### config.mk
export PLATFORM = sky130hd
export DESIGN_NAME = grc_ctrl
export DESIGN_NICKNAME = d
export VERILOG_FILES = /design/src/rtl/core/grc_pkg.sv /design/src/rtl/core/grc_ctrl.sv
export SDC_FILE = /design/constraint.sdc
export NUM_CORES = 1
export LEC_CHECK = 0
export ABC_CLOCK_PERIOD_IN_PS = 1700
export BUFFER_PORTS_ARGS = -buffer_cell sky130_fd_sc_hd__buf_2
export CAP_MARGIN = 5
export CORE_AREA = 2 2 62 64
export DETAILED_ROUTE_END_ITERATION = 8
export DIE_AREA = 0 0 64 66
export GPL_ROUTABILITY_DRIVEN = 1
export MAX_ROUTING_LAYER = met4
export SETUP_SLACK_MARGIN = 0.4
export SYNTH_ARGS = -nofsm -noshare
export SYNTH_HDL_FRONTEND = slang
export SYNTH_SLANG_ARGS = --single-unit
### constraint.sdc
create_clock -name clk -period 1.7 [get_ports clk]
set_input_delay 0.34 -clock clk [delete_from_list [all_inputs] [get_ports clk]]
set_output_delay 0.34 -clock clk [all_outputs]
set_load 0.01 [all_outputs]
### src/rtl/core/grc_pkg.sv
`default_nettype none

package grc_pkg;

  // Default build parameters.
  localparam int GRID_SIDE_DEF = 64;
  localparam int MAX_RATIO_DEF = 6;

  // Stream and configuration widths.
  localparam int IN_DATA_W  = 24;
  localparam int OUT_DATA_W = 32;
  localparam int CFG_DATA_W = 7;
  localparam int CFG_IDX_W  = 1;

  // Request codes.
  localparam logic [1:0] REQ_LOAD  = 2'd0;
  localparam logic [1:0] REQ_START = 2'd1;
  localparam logic [1:0] REQ_TAKE  = 2'd2;

  // Configuration register indexes.
  localparam logic [CFG_IDX_W-1:0] CFG_GRID_WIDTH  = 1'd0;
  localparam logic [CFG_IDX_W-1:0] CFG_GRID_HEIGHT = 1'd1;

  // Datapath commands issued by the controller.
  typedef enum logic [4:0] {
    OP_NONE,
    OP_CLEAR,
    OP_ACCEPT,
    OP_LOAD_RD,
    OP_LOAD_WR,
    OP_MARKS,
    OP_COPY_RD,
    OP_COPY_WR,
    OP_TAKE_INIT,
    OP_PROBE_SEED,
    OP_SCAN_STEP,
    OP_SEED_HIT,
    OP_GROW_W,
    OP_GROW_H,
    OP_GROW_WH,
    OP_PROBE_COL,
    OP_PROBE_ROW,
    OP_PROBE_CORNER,
    OP_IDX_CLR,
    OP_CLR_RD,
    OP_CLR_WR,
    OP_EMIT_HIT,
    OP_EMIT_MISS
  } op_t;

  // Status reported by the datapath.
  typedef struct packed {
    logic [1:0] req;
    logic       idx_last;
    logic       probe_free;
    logic       scan_last;
    logic       w_oob;
    logic       h_oob;
    logic       idx_lt_h;
    logic       idx_lt_w;
    logic       ratio_break;
    logic       out_free;
  } status_t;

endpackage

`default_nettype wire

### src/rtl/core/grc_ctrl.sv
`default_nettype none

module grc_ctrl
  import grc_pkg::*;
(
  input  wire logic    clk,
  input  wire logic    rst,
  input  wire logic    in_valid,
  output logic         in_ready,
  input  wire status_t st,
  output op_t          op
);

  typedef enum logic [4:0] {
    S_CLEAR,
    S_IDLE,
    S_DISPATCH,
    S_LOAD_WR,
    S_COPY_RD,
    S_COPY_WR,
    S_SCAN_RD,
    S_SCAN_EV,
    S_ROUND,
    S_COL_RD,
    S_COL_EV,
    S_ROW_START,
    S_ROW_RD,
    S_ROW_EV,
    S_CORNER,
    S_CORNER_EV,
    S_RATIO,
    S_CLR_START,
    S_CLR_RD,
    S_CLR_WR,
    S_EMIT_HIT,
    S_EMIT_MISS
  } state_t;

  state_t state, state_next;
  logic   widen, widen_next;
  logic   heighten, heighten_next;

  assign in_ready = (state == S_IDLE);

  always_comb begin
    state_next    = state;
    widen_next    = widen;
    heighten_next = heighten;
    op            = OP_NONE;
    case (state)
      S_CLEAR: begin
        op = OP_CLEAR;
        if (st.idx_last) state_next = S_IDLE;
      end
      S_IDLE: begin
        if (in_valid) begin
          op         = OP_ACCEPT;
          state_next = S_DISPATCH;
        end
      end
      S_DISPATCH: begin
        case (st.req)
          REQ_LOAD: begin
            op         = OP_LOAD_RD;
            state_next = S_LOAD_WR;
          end
          REQ_START: begin
            op         = OP_MARKS;
            state_next = S_COPY_RD;
          end
          REQ_TAKE: begin
            op         = OP_TAKE_INIT;
            state_next = S_SCAN_RD;
          end
          default: state_next = S_IDLE;
        endcase
      end
      S_LOAD_WR: begin
        op         = OP_LOAD_WR;
        state_next = S_IDLE;
      end
      S_COPY_RD: begin
        op         = OP_COPY_RD;
        state_next = S_COPY_WR;
      end
      S_COPY_WR: begin
        op         = OP_COPY_WR;
        state_next = st.idx_last ? S_IDLE : S_COPY_RD;
      end
      S_SCAN_RD: begin
        op         = OP_PROBE_SEED;
        state_next = S_SCAN_EV;
      end
      S_SCAN_EV: begin
        if (st.probe_free) begin
          op            = OP_SEED_HIT;
          widen_next    = 1'b1;
          heighten_next = 1'b1;
          state_next    = S_ROUND;
        end else if (st.scan_last) begin
          state_next = S_EMIT_MISS;
        end else begin
          op         = OP_SCAN_STEP;
          state_next = S_SCAN_RD;
        end
      end
      S_ROUND: begin
        if (widen && heighten) op = OP_GROW_WH;
        else if (widen) op = OP_GROW_W;
        else op = OP_GROW_H;
        widen_next    = widen && !st.w_oob;
        heighten_next = heighten && !st.h_oob;
        state_next    = (widen && !st.w_oob) ? S_COL_RD : S_ROW_START;
      end
      S_COL_RD: begin
        if (st.idx_lt_h) begin
          op         = OP_PROBE_COL;
          state_next = S_COL_EV;
        end else begin
          state_next = S_ROW_START;
        end
      end
      S_COL_EV: begin
        if (st.probe_free) begin
          state_next = S_COL_RD;
        end else begin
          widen_next = 1'b0;
          state_next = S_ROW_START;
        end
      end
      S_ROW_START: begin
        op         = OP_IDX_CLR;
        state_next = heighten ? S_ROW_RD : S_CORNER;
      end
      S_ROW_RD: begin
        if (st.idx_lt_w) begin
          op         = OP_PROBE_ROW;
          state_next = S_ROW_EV;
        end else begin
          state_next = S_CORNER;
        end
      end
      S_ROW_EV: begin
        if (st.probe_free) begin
          state_next = S_ROW_RD;
        end else begin
          heighten_next = 1'b0;
          state_next    = S_CORNER;
        end
      end
      S_CORNER: begin
        if (widen && heighten) begin
          op         = OP_PROBE_CORNER;
          state_next = S_CORNER_EV;
        end else begin
          state_next = S_RATIO;
        end
      end
      S_CORNER_EV: begin
        if (!st.probe_free) heighten_next = 1'b0;
        state_next = S_RATIO;
      end
      S_RATIO: begin
        if (st.ratio_break || !(widen || heighten)) state_next = S_CLR_START;
        else state_next = S_ROUND;
      end
      S_CLR_START: begin
        op         = OP_IDX_CLR;
        state_next = S_CLR_RD;
      end
      S_CLR_RD: begin
        if (st.idx_lt_h) begin
          op         = OP_CLR_RD;
          state_next = S_CLR_WR;
        end else begin
          state_next = S_EMIT_HIT;
        end
      end
      S_CLR_WR: begin
        op         = OP_CLR_WR;
        state_next = S_CLR_RD;
      end
      S_EMIT_HIT: begin
        if (st.out_free) begin
          op         = OP_EMIT_HIT;
          state_next = S_IDLE;
        end
      end
      S_EMIT_MISS: begin
        if (st.out_free) begin
          op         = OP_EMIT_MISS;
          state_next = S_IDLE;
        end
      end
      default: state_next = S_IDLE;
    endcase
  end

  always_ff @(posedge clk) begin
    if (rst) begin
      state    <= S_CLEAR;
      widen    <= 1'b0;
      heighten <= 1'b0;
    end else begin
      state    <= state_next;
      widen    <= widen_next;
      heighten <= heighten_next;
    end
  end

endmodule

`default_nettype wire

==> reports/qor.yml, run 1 <==
outcome: "complete, but fails checks"
violations: "negative setup slack"
ir_drop_v: 0.0002000
setup_slack_ps: -258.2
insertedDiodeCount: 0
worstPathArrival_ps: 1620
cap_violations: 0
portBuffers: 19
synthTopCellsByArea: "dfxtp_1 12%, ha_1 5.4%, nor2_1 4.6%, nor3b_1 4.6%, a21oi_1 3.9%"
viasPerCell: 5.672
grt_pass1_wl_mm: 6.596
yosys.area.top_type_share: 0.1215
min_period_ps: 1958
hold_path_end: "state[0]"
synthesis.area_mm2: 0.001154
syn-mean-instance-area_um2: 6.949
clkSinkCount: 7
yosys.area_share.simple: 0.4078
core_mm2: 0.003551
timing.fmax_mhz: 510.7
yosysMostFrequentCell: "nor2_1"
critPathCaptureType: "output port"
holdPathStages: 2
muxShareOfSynthArea: 0.008677
fill_cells: 353
powerDensity_mw_per_mm2: 483.0
cts_tree: "built"
relSlewSlack: 0.7413
use_met3: 0.01363
mappedNetlistNets: 185
synth_fa_ha_area_frac: 0.05423
grt_busiest_layer: "met2"
grt_overflow_total: 0
power.leakage_nw: 0.7254
root_buffer: "clkbuf_4"
path_cells: "or4b_4 -> nor2_4 -> a221oi_2 -> nand4_1 -> buf_2"
die_x_um: 64
skew_ps: 12.63
cts_buffer_depth: 2
critPathRequiredTime_ps: 1360
cpMaxStageDelayCell: "or4b_4"
drt-pass1-iter-count: 4
synth_seq_area_share: 0.1215
synth_ff_type: "dfxtp_1"
reg2reg_from: "state[0]"
synth-edff-count: 0
rrSetupSlack_ps: -50
hp-class: "in -> reg"
dieArea_mm2: 0.004224
start_util: 0.3249
post-route-drc-count: 0
critical_path_class: "reg -> out"
drive_gt1_frac: 0.4579
worst_slew_pin_slew_ps: 387.2
fin_crit_sh: 1.152
cp-start-kind: "register"
first_global_vias: 1377
vias: 1486
globalplace.congestion: 0.9258
drt_iter0_markers: 87
clk_pin_slew_ps: 70
min-delay-start: "rst"
clkLatencyLatePin_ps: 260
whs_ps: 325.1
synth_top_family_by_area: "simple AND/OR/NAND/NOR gates"
grtUsageTotal: 0.2033
met2_usage: 0.3490
grt_start_max_net_pins: 14
r2r_cells: 5
async_flop_share: 0
report.final.setup_viol: 7
rsz0062_at_grt: "yes"
rows: 22
grtUsageMet1: 0.2549
critical_path.max_fanout: 6
final_antenna_net_count: 0
synth_compound_area_frac: 0.3113
timing.rr.end: "state[0]"
drt_wl_total_mm: 4.227
ys_ff_latch: 7
pin_count: 20
synthTopCellsByCount: "14 x nor2_1, 9 x a21oi_1, 9 x o21ai_0"
synth-xor-area-share: 0.01518
netlist_instances: 166
hold_viol_final: 0
fin_nets: 234
synthDistinctLibCells: 51
cts.htree.levels: 1
die_h_um: 66
syn2layout_area_growth_pct: 54.12
antenna_found_initial: 0
finalMaxSlewViolations: 0
dpl.hpwl_mm: 3.165
yosys.area.top_type: "dfxtp_1"
yosysWarningCount: 0
numCtsBuffers: 3
wire_per_inst_um: 16.13
max_stage_delay_ps: 550
startpoint: "state[0]"
placed_cell_area_mm2: 0.001546
fin_area_mm2: 0.001778
[critical path, delay by kind of cell (launching register included)]
family,cells,cell delay [ps]
simple gates,3,770
compound gates,1,80
buf+inv,1,130
flops,1,370
[area by class of cell]
type	count	area, um2	share of cell area
clock buffer	4	26.28	0.01478
inverter	6	23.77	0.01337
multi-input combinational	138	1071	0.6024
sequential	7	153.9	0.08656
tap	48	60.06	0.03378
timing repair buffer	59	442.9	0.2491
[kinds of logic after synthesis]
kind of cell             after synthesis
adder cells (fa/ha/maj)                5
flip-flops                             7
XOR/XNOR                               2
multiplexers                           1
AO/OA/AOI/OAI                         54
buffers and inverters                 21
AND/OR/NAND/NOR                       76
[how the worst max path moves through the flow]
stage | endpoint | cells after the start
6_report | op[1] | 5
2_1_floorplan | op[0] | 5
4_1_cts | op[0] | 5
3_5_place_dp | op[0] | 5
5_1_grt | op[0] | 5
3_3_place_gp | op[1] | 6
[through the flow]
step	TNS [ps]	power (mW)	utilization	worst slack (ps)	std cells
6_report	-1183	0.8587	0.5007	-258.2	262
5_1_grt	-1519	0.9001	0.5007	-302.8	262
4_1_cts	-1000	0.8002	0.4672	-253.8	261
3_5_place_dp	-17.95	0.6011	0.4355	-17.95	255
3_3_place_gp	-29.04	0.6007	0.4355	-22.71	255
2_1_floorplan	0	0.4544	-	81.19	166
[where the power goes]
part           internal (mW)  switching (mW)
Sequential             0.174          0.0158
Combinational          0.244           0.260
Clock                 0.0902          0.0748
[what timing repair did]
item                       in CTS  in global routing
gates resized for setup        24                 22
hold endpoints to repair        0                  0
setup buffers                   2                  1
setup endpoints to repair      13                 13
pin swaps                      10                  6
hold buffers                    0                  0
[cell usage in the layout (no fill, tap or decap), types with 3 or more instances in the layout]
master     n
ha_1       5
nand2_1    6
a21oi_1    7
nand3_1    4
a31oi_1    4
nand2b_1   3
clkbuf_4   3
buf_2     18
nor3_1     4
nand4_1    4
inv_1      5
nor2_4     3
and3_1     4
nor2b_1    7
buf_4     31
o21ai_0    7
a22oi_1    3
dfxtp_4    3
o21ai_1    5
a211oi_1   3
buf_6      8
nor3b_1    6
nor2_1     9
[registers in the layout, summed over array words and instances, names as in the netlist]
| register | cells |
|---|---|
| widen | 1 |
| state | 5 |
| heighten | 1 |
[metal layers]
| layer | part of all wire | wire, um |
|---|---|---|
| met4 | 0.025 | 105 |
| met5 | 0 | 0 |
| met3 | 0.045 | 192 |
| met1 | 0.45 | 1899 |
| met2 | 0.48 | 2030 |
Note: power is estimated with default switching activity, not from simulation.
==> inputs of run 2 (changes only) <==
- ABC_AREA: unset -> 1
- CORE_AREA: 2 2 62 64 -> 2 2 59 61
- DIE_AREA: 0 0 64 66 -> 0 0 61 63
==> reports/qor.yml, run 2 <==
crit_family: "simple AND/OR/NAND/NOR gates"
worst_slew_pin_slew_ps: 328.6
async_flop_share: 0
finalNonFillerCells: 315
power.leakage_nw: 1.008
min_period_ps: 1847
wire_per_inst_um: 14.58
hp-class: "in -> reg"
cpMaxStageDelayCell: "dfxtp_4"
grt_pass1_wl_mm: 6.734
grtUsageTotal: 0.2382
rrSetupSlack_ps: -140
synthTopCellsByCount: "54 x nand2_1, 40 x nor2_1, 25 x inv_1"
synth-edff-count: 0
cts_tree: "built"
die_x_um: 61
dieArea_mm2: 0.003843
dp_cells: 288
swShare: 0.4857
yosysWarningCount: 0
pin_count: 20
p_sw_uw: 712.3
cts.htree.levels: 1
clkLatencyLatePin_ps: 240
first_global_vias: 1476
finalMaxSlewViolations: 0
insertedDiodeCount: 0
critPathRequiredTime_ps: 1360
powerDensity_mw_per_mm2: 768.5
min-delay-start: "rst"
mappedNetlistNets: 213
report.final.setup_viol: 6
drt-pass1-iter-count: 4
regMostFlops: "state"
mostFrequentLayoutCells: "48 x buf_4, 36 x nand2_1, 25 x nor2_1, 18 x inv_1, 18 x buf_2"
vias: 1609
hold_viol_final: 0
netlist_instances: 194
rows: 21
synthTopCellsByArea: "nand2_1 20%, nor2_1 15%, dfxtp_1 14%, inv_1 9.1%, nand3_1 6.3%"
hold_path_end: "state[3]"
syn2layout_area_growth_pct: 84.85
pre_cts_ws_ps: 20.23
root_buffer: "clkbuf_4"
numCtsBuffers: 3
synth_seq_area_share: 0.1358
fin_crit_sh: 1.086
crit_buf_inv: 2
start_util: 0.3194
clkSinkCount: 7
grt_start_max_net_pins: 8
yosys.area.top_type: "nand2_1"
fin_nets: 289
r2r_cells: 14
placed_cell_area_mm2: 0.001450
post-route-drc-count: 0
final_antenna_net_count: 0
drive_gt1_frac: 0.5353
ys_ff_latch: 7
ir_drop_v: 0.0003912
viasPerCell: 5.108
worstPathArrival_ps: 1510
mostFrequentLayoutCell: "buf_4"
globalplace.congestion: 0.9480
grt_overflow_total: 0
pwr-share-seq: 0.183
outcome: "complete, but fails checks"
cts_buffer_depth: 2
final_core_util: 0.5904
path_cells: "inv_4 -> nand2_4 -> nor2_4 -> nand2_2 -> o21ai_2 -> or3_4 -> buf_6"
skew_ps: 1.922
die_h_um: 63
synth_ff_type: "dfxtp_1"
critPathCaptureType: "output port"
cts_hold_buf: 0
violations: "negative setup slack"
yosys.area.top_type_share: 0.1964
setup_slack_ps: -147.0
critical_path_class: "reg -> out"
timing.fmax_mhz: 541.4
critical_path.max_fanout: 4
max_stage_delay_ps: 400
core_mm2: 0.003232
fin_area_mm2: 0.001908
timing.rr.end: "state[0]"
intPower_uw: 754.1
portBuffers: 19
relSlewSlack: 0.7786
syn-mean-instance-area_um2: 5.321
largest_reg_flops: 5
pwr-share-clk: 0.101
drt_iter0_markers: 121
holdPathStages: 2
synthesis.area_mm2: 0.001032
yosysMostFrequentCell: "nand2_1"
clk_pin_slew_ps: 50
cp-start-kind: "register"
cap_violations: 0
top_regs: "state: 5 flops, heighten: 1 flops, widen: 1 flops"
fill_cells: 321
dpl.hpwl_mm: 3.142
synthDistinctLibCells: 26
rsz0062_at_grt: "yes"
antenna_found_initial: 0
p_comb_frac: 0.716
drt_wl_total_mm: 4.592
reg2reg_from: "state[0]"
==> run 2: metrics by stage <==
stage               hold slack, ps  setup TNS (ps)  total power [mW]
finish                       315.8          -833.8             1.466
global route                 325.0           -1233             1.558
CTS                          304.5          -672.9             1.255
detailed placement           573.4               0            0.9730
global placement             565.1               0            0.9720
floorplan                    402.0               0            0.6897
==> run 2: worst max-delay path by stage <==
stage | startpoint | end | slack, ps | depth (start not counted)
global placement | state[0] | op[0] | 20 | 8
floorplan | state[0] | op[4] | 190 | 7
CTS | state[3] | op[1] | -130 | 9
finish | state[3] | op[4] | -150 | 7
detailed placement | state[3] | op[0] | 20 | 8
global route | state[1] | state[0] | -210 | 14
==> run 2: timing repair <==
item / 4_1_cts / 5_1_grt
buffers inserted: 13 / 10
setup endpoints to repair: 12 / 13
gates resized for setup: 45 / 35
pin swaps: 14 / 24
==> run 2: kinds of logic (layout without fill, tap and decap cells) <==
logic type / after synthesis / after routing / synth area share
AO/OA/AOI/OAI: 24 / 24 / 0.1394
adder cells (fa/ha/maj): 5 / 5 / 0.06061
buffers and inverters: 29 / 104 / 0.1091
flip-flops: 7 / 7 / 0.1358
AND/OR/NAND/NOR: 129 / 129 / 0.5551
==> run 2: metal layers <==
metal | share of wire | wire [um] | global-route usage | vias to the layer above
met5 | 0 | 0 | - | -
li1 | - | - | - | 792
met1 | 0.42 | 1929 | 0.3092 | 740
met3 | 0.059 | 271 | 0.02070 | 12
met2 | 0.50 | 2280 | 0.3817 | 65
met4 | 0.024 | 111 | 0.07880 | 0
==> run 2: final cells by class <==
class | count | area, um2 | share of cell area
well taps | 46 | 57.56 | 0.03016
inverters | 28 | 127.6 | 0.06689
clock buffers | 4 | 26.28 | 0.01377
flip-flops and latches | 7 | 158.9 | 0.08328
repair buffers | 72 | 518.0 | 0.2715
multi-input cells | 158 | 1020 | 0.5344
==> run 2: worst reg2reg max path: cells and delay by family (launching register included) <==
family,cells,cell delay [ps]
buf+inv,6,680
flops,1,410
simple gates,8,630
==> run 2: power groups by stage <==
stage                     logic, mW  clock network [mW]  registers [mW]
after floorplan               0.469                   0           0.221
after global placement        0.718                   0           0.254
after detailed placement      0.719                   0           0.254
after CTS                     0.840               0.154           0.260
after global routing           1.12               0.166           0.273
final                          1.05               0.148           0.269
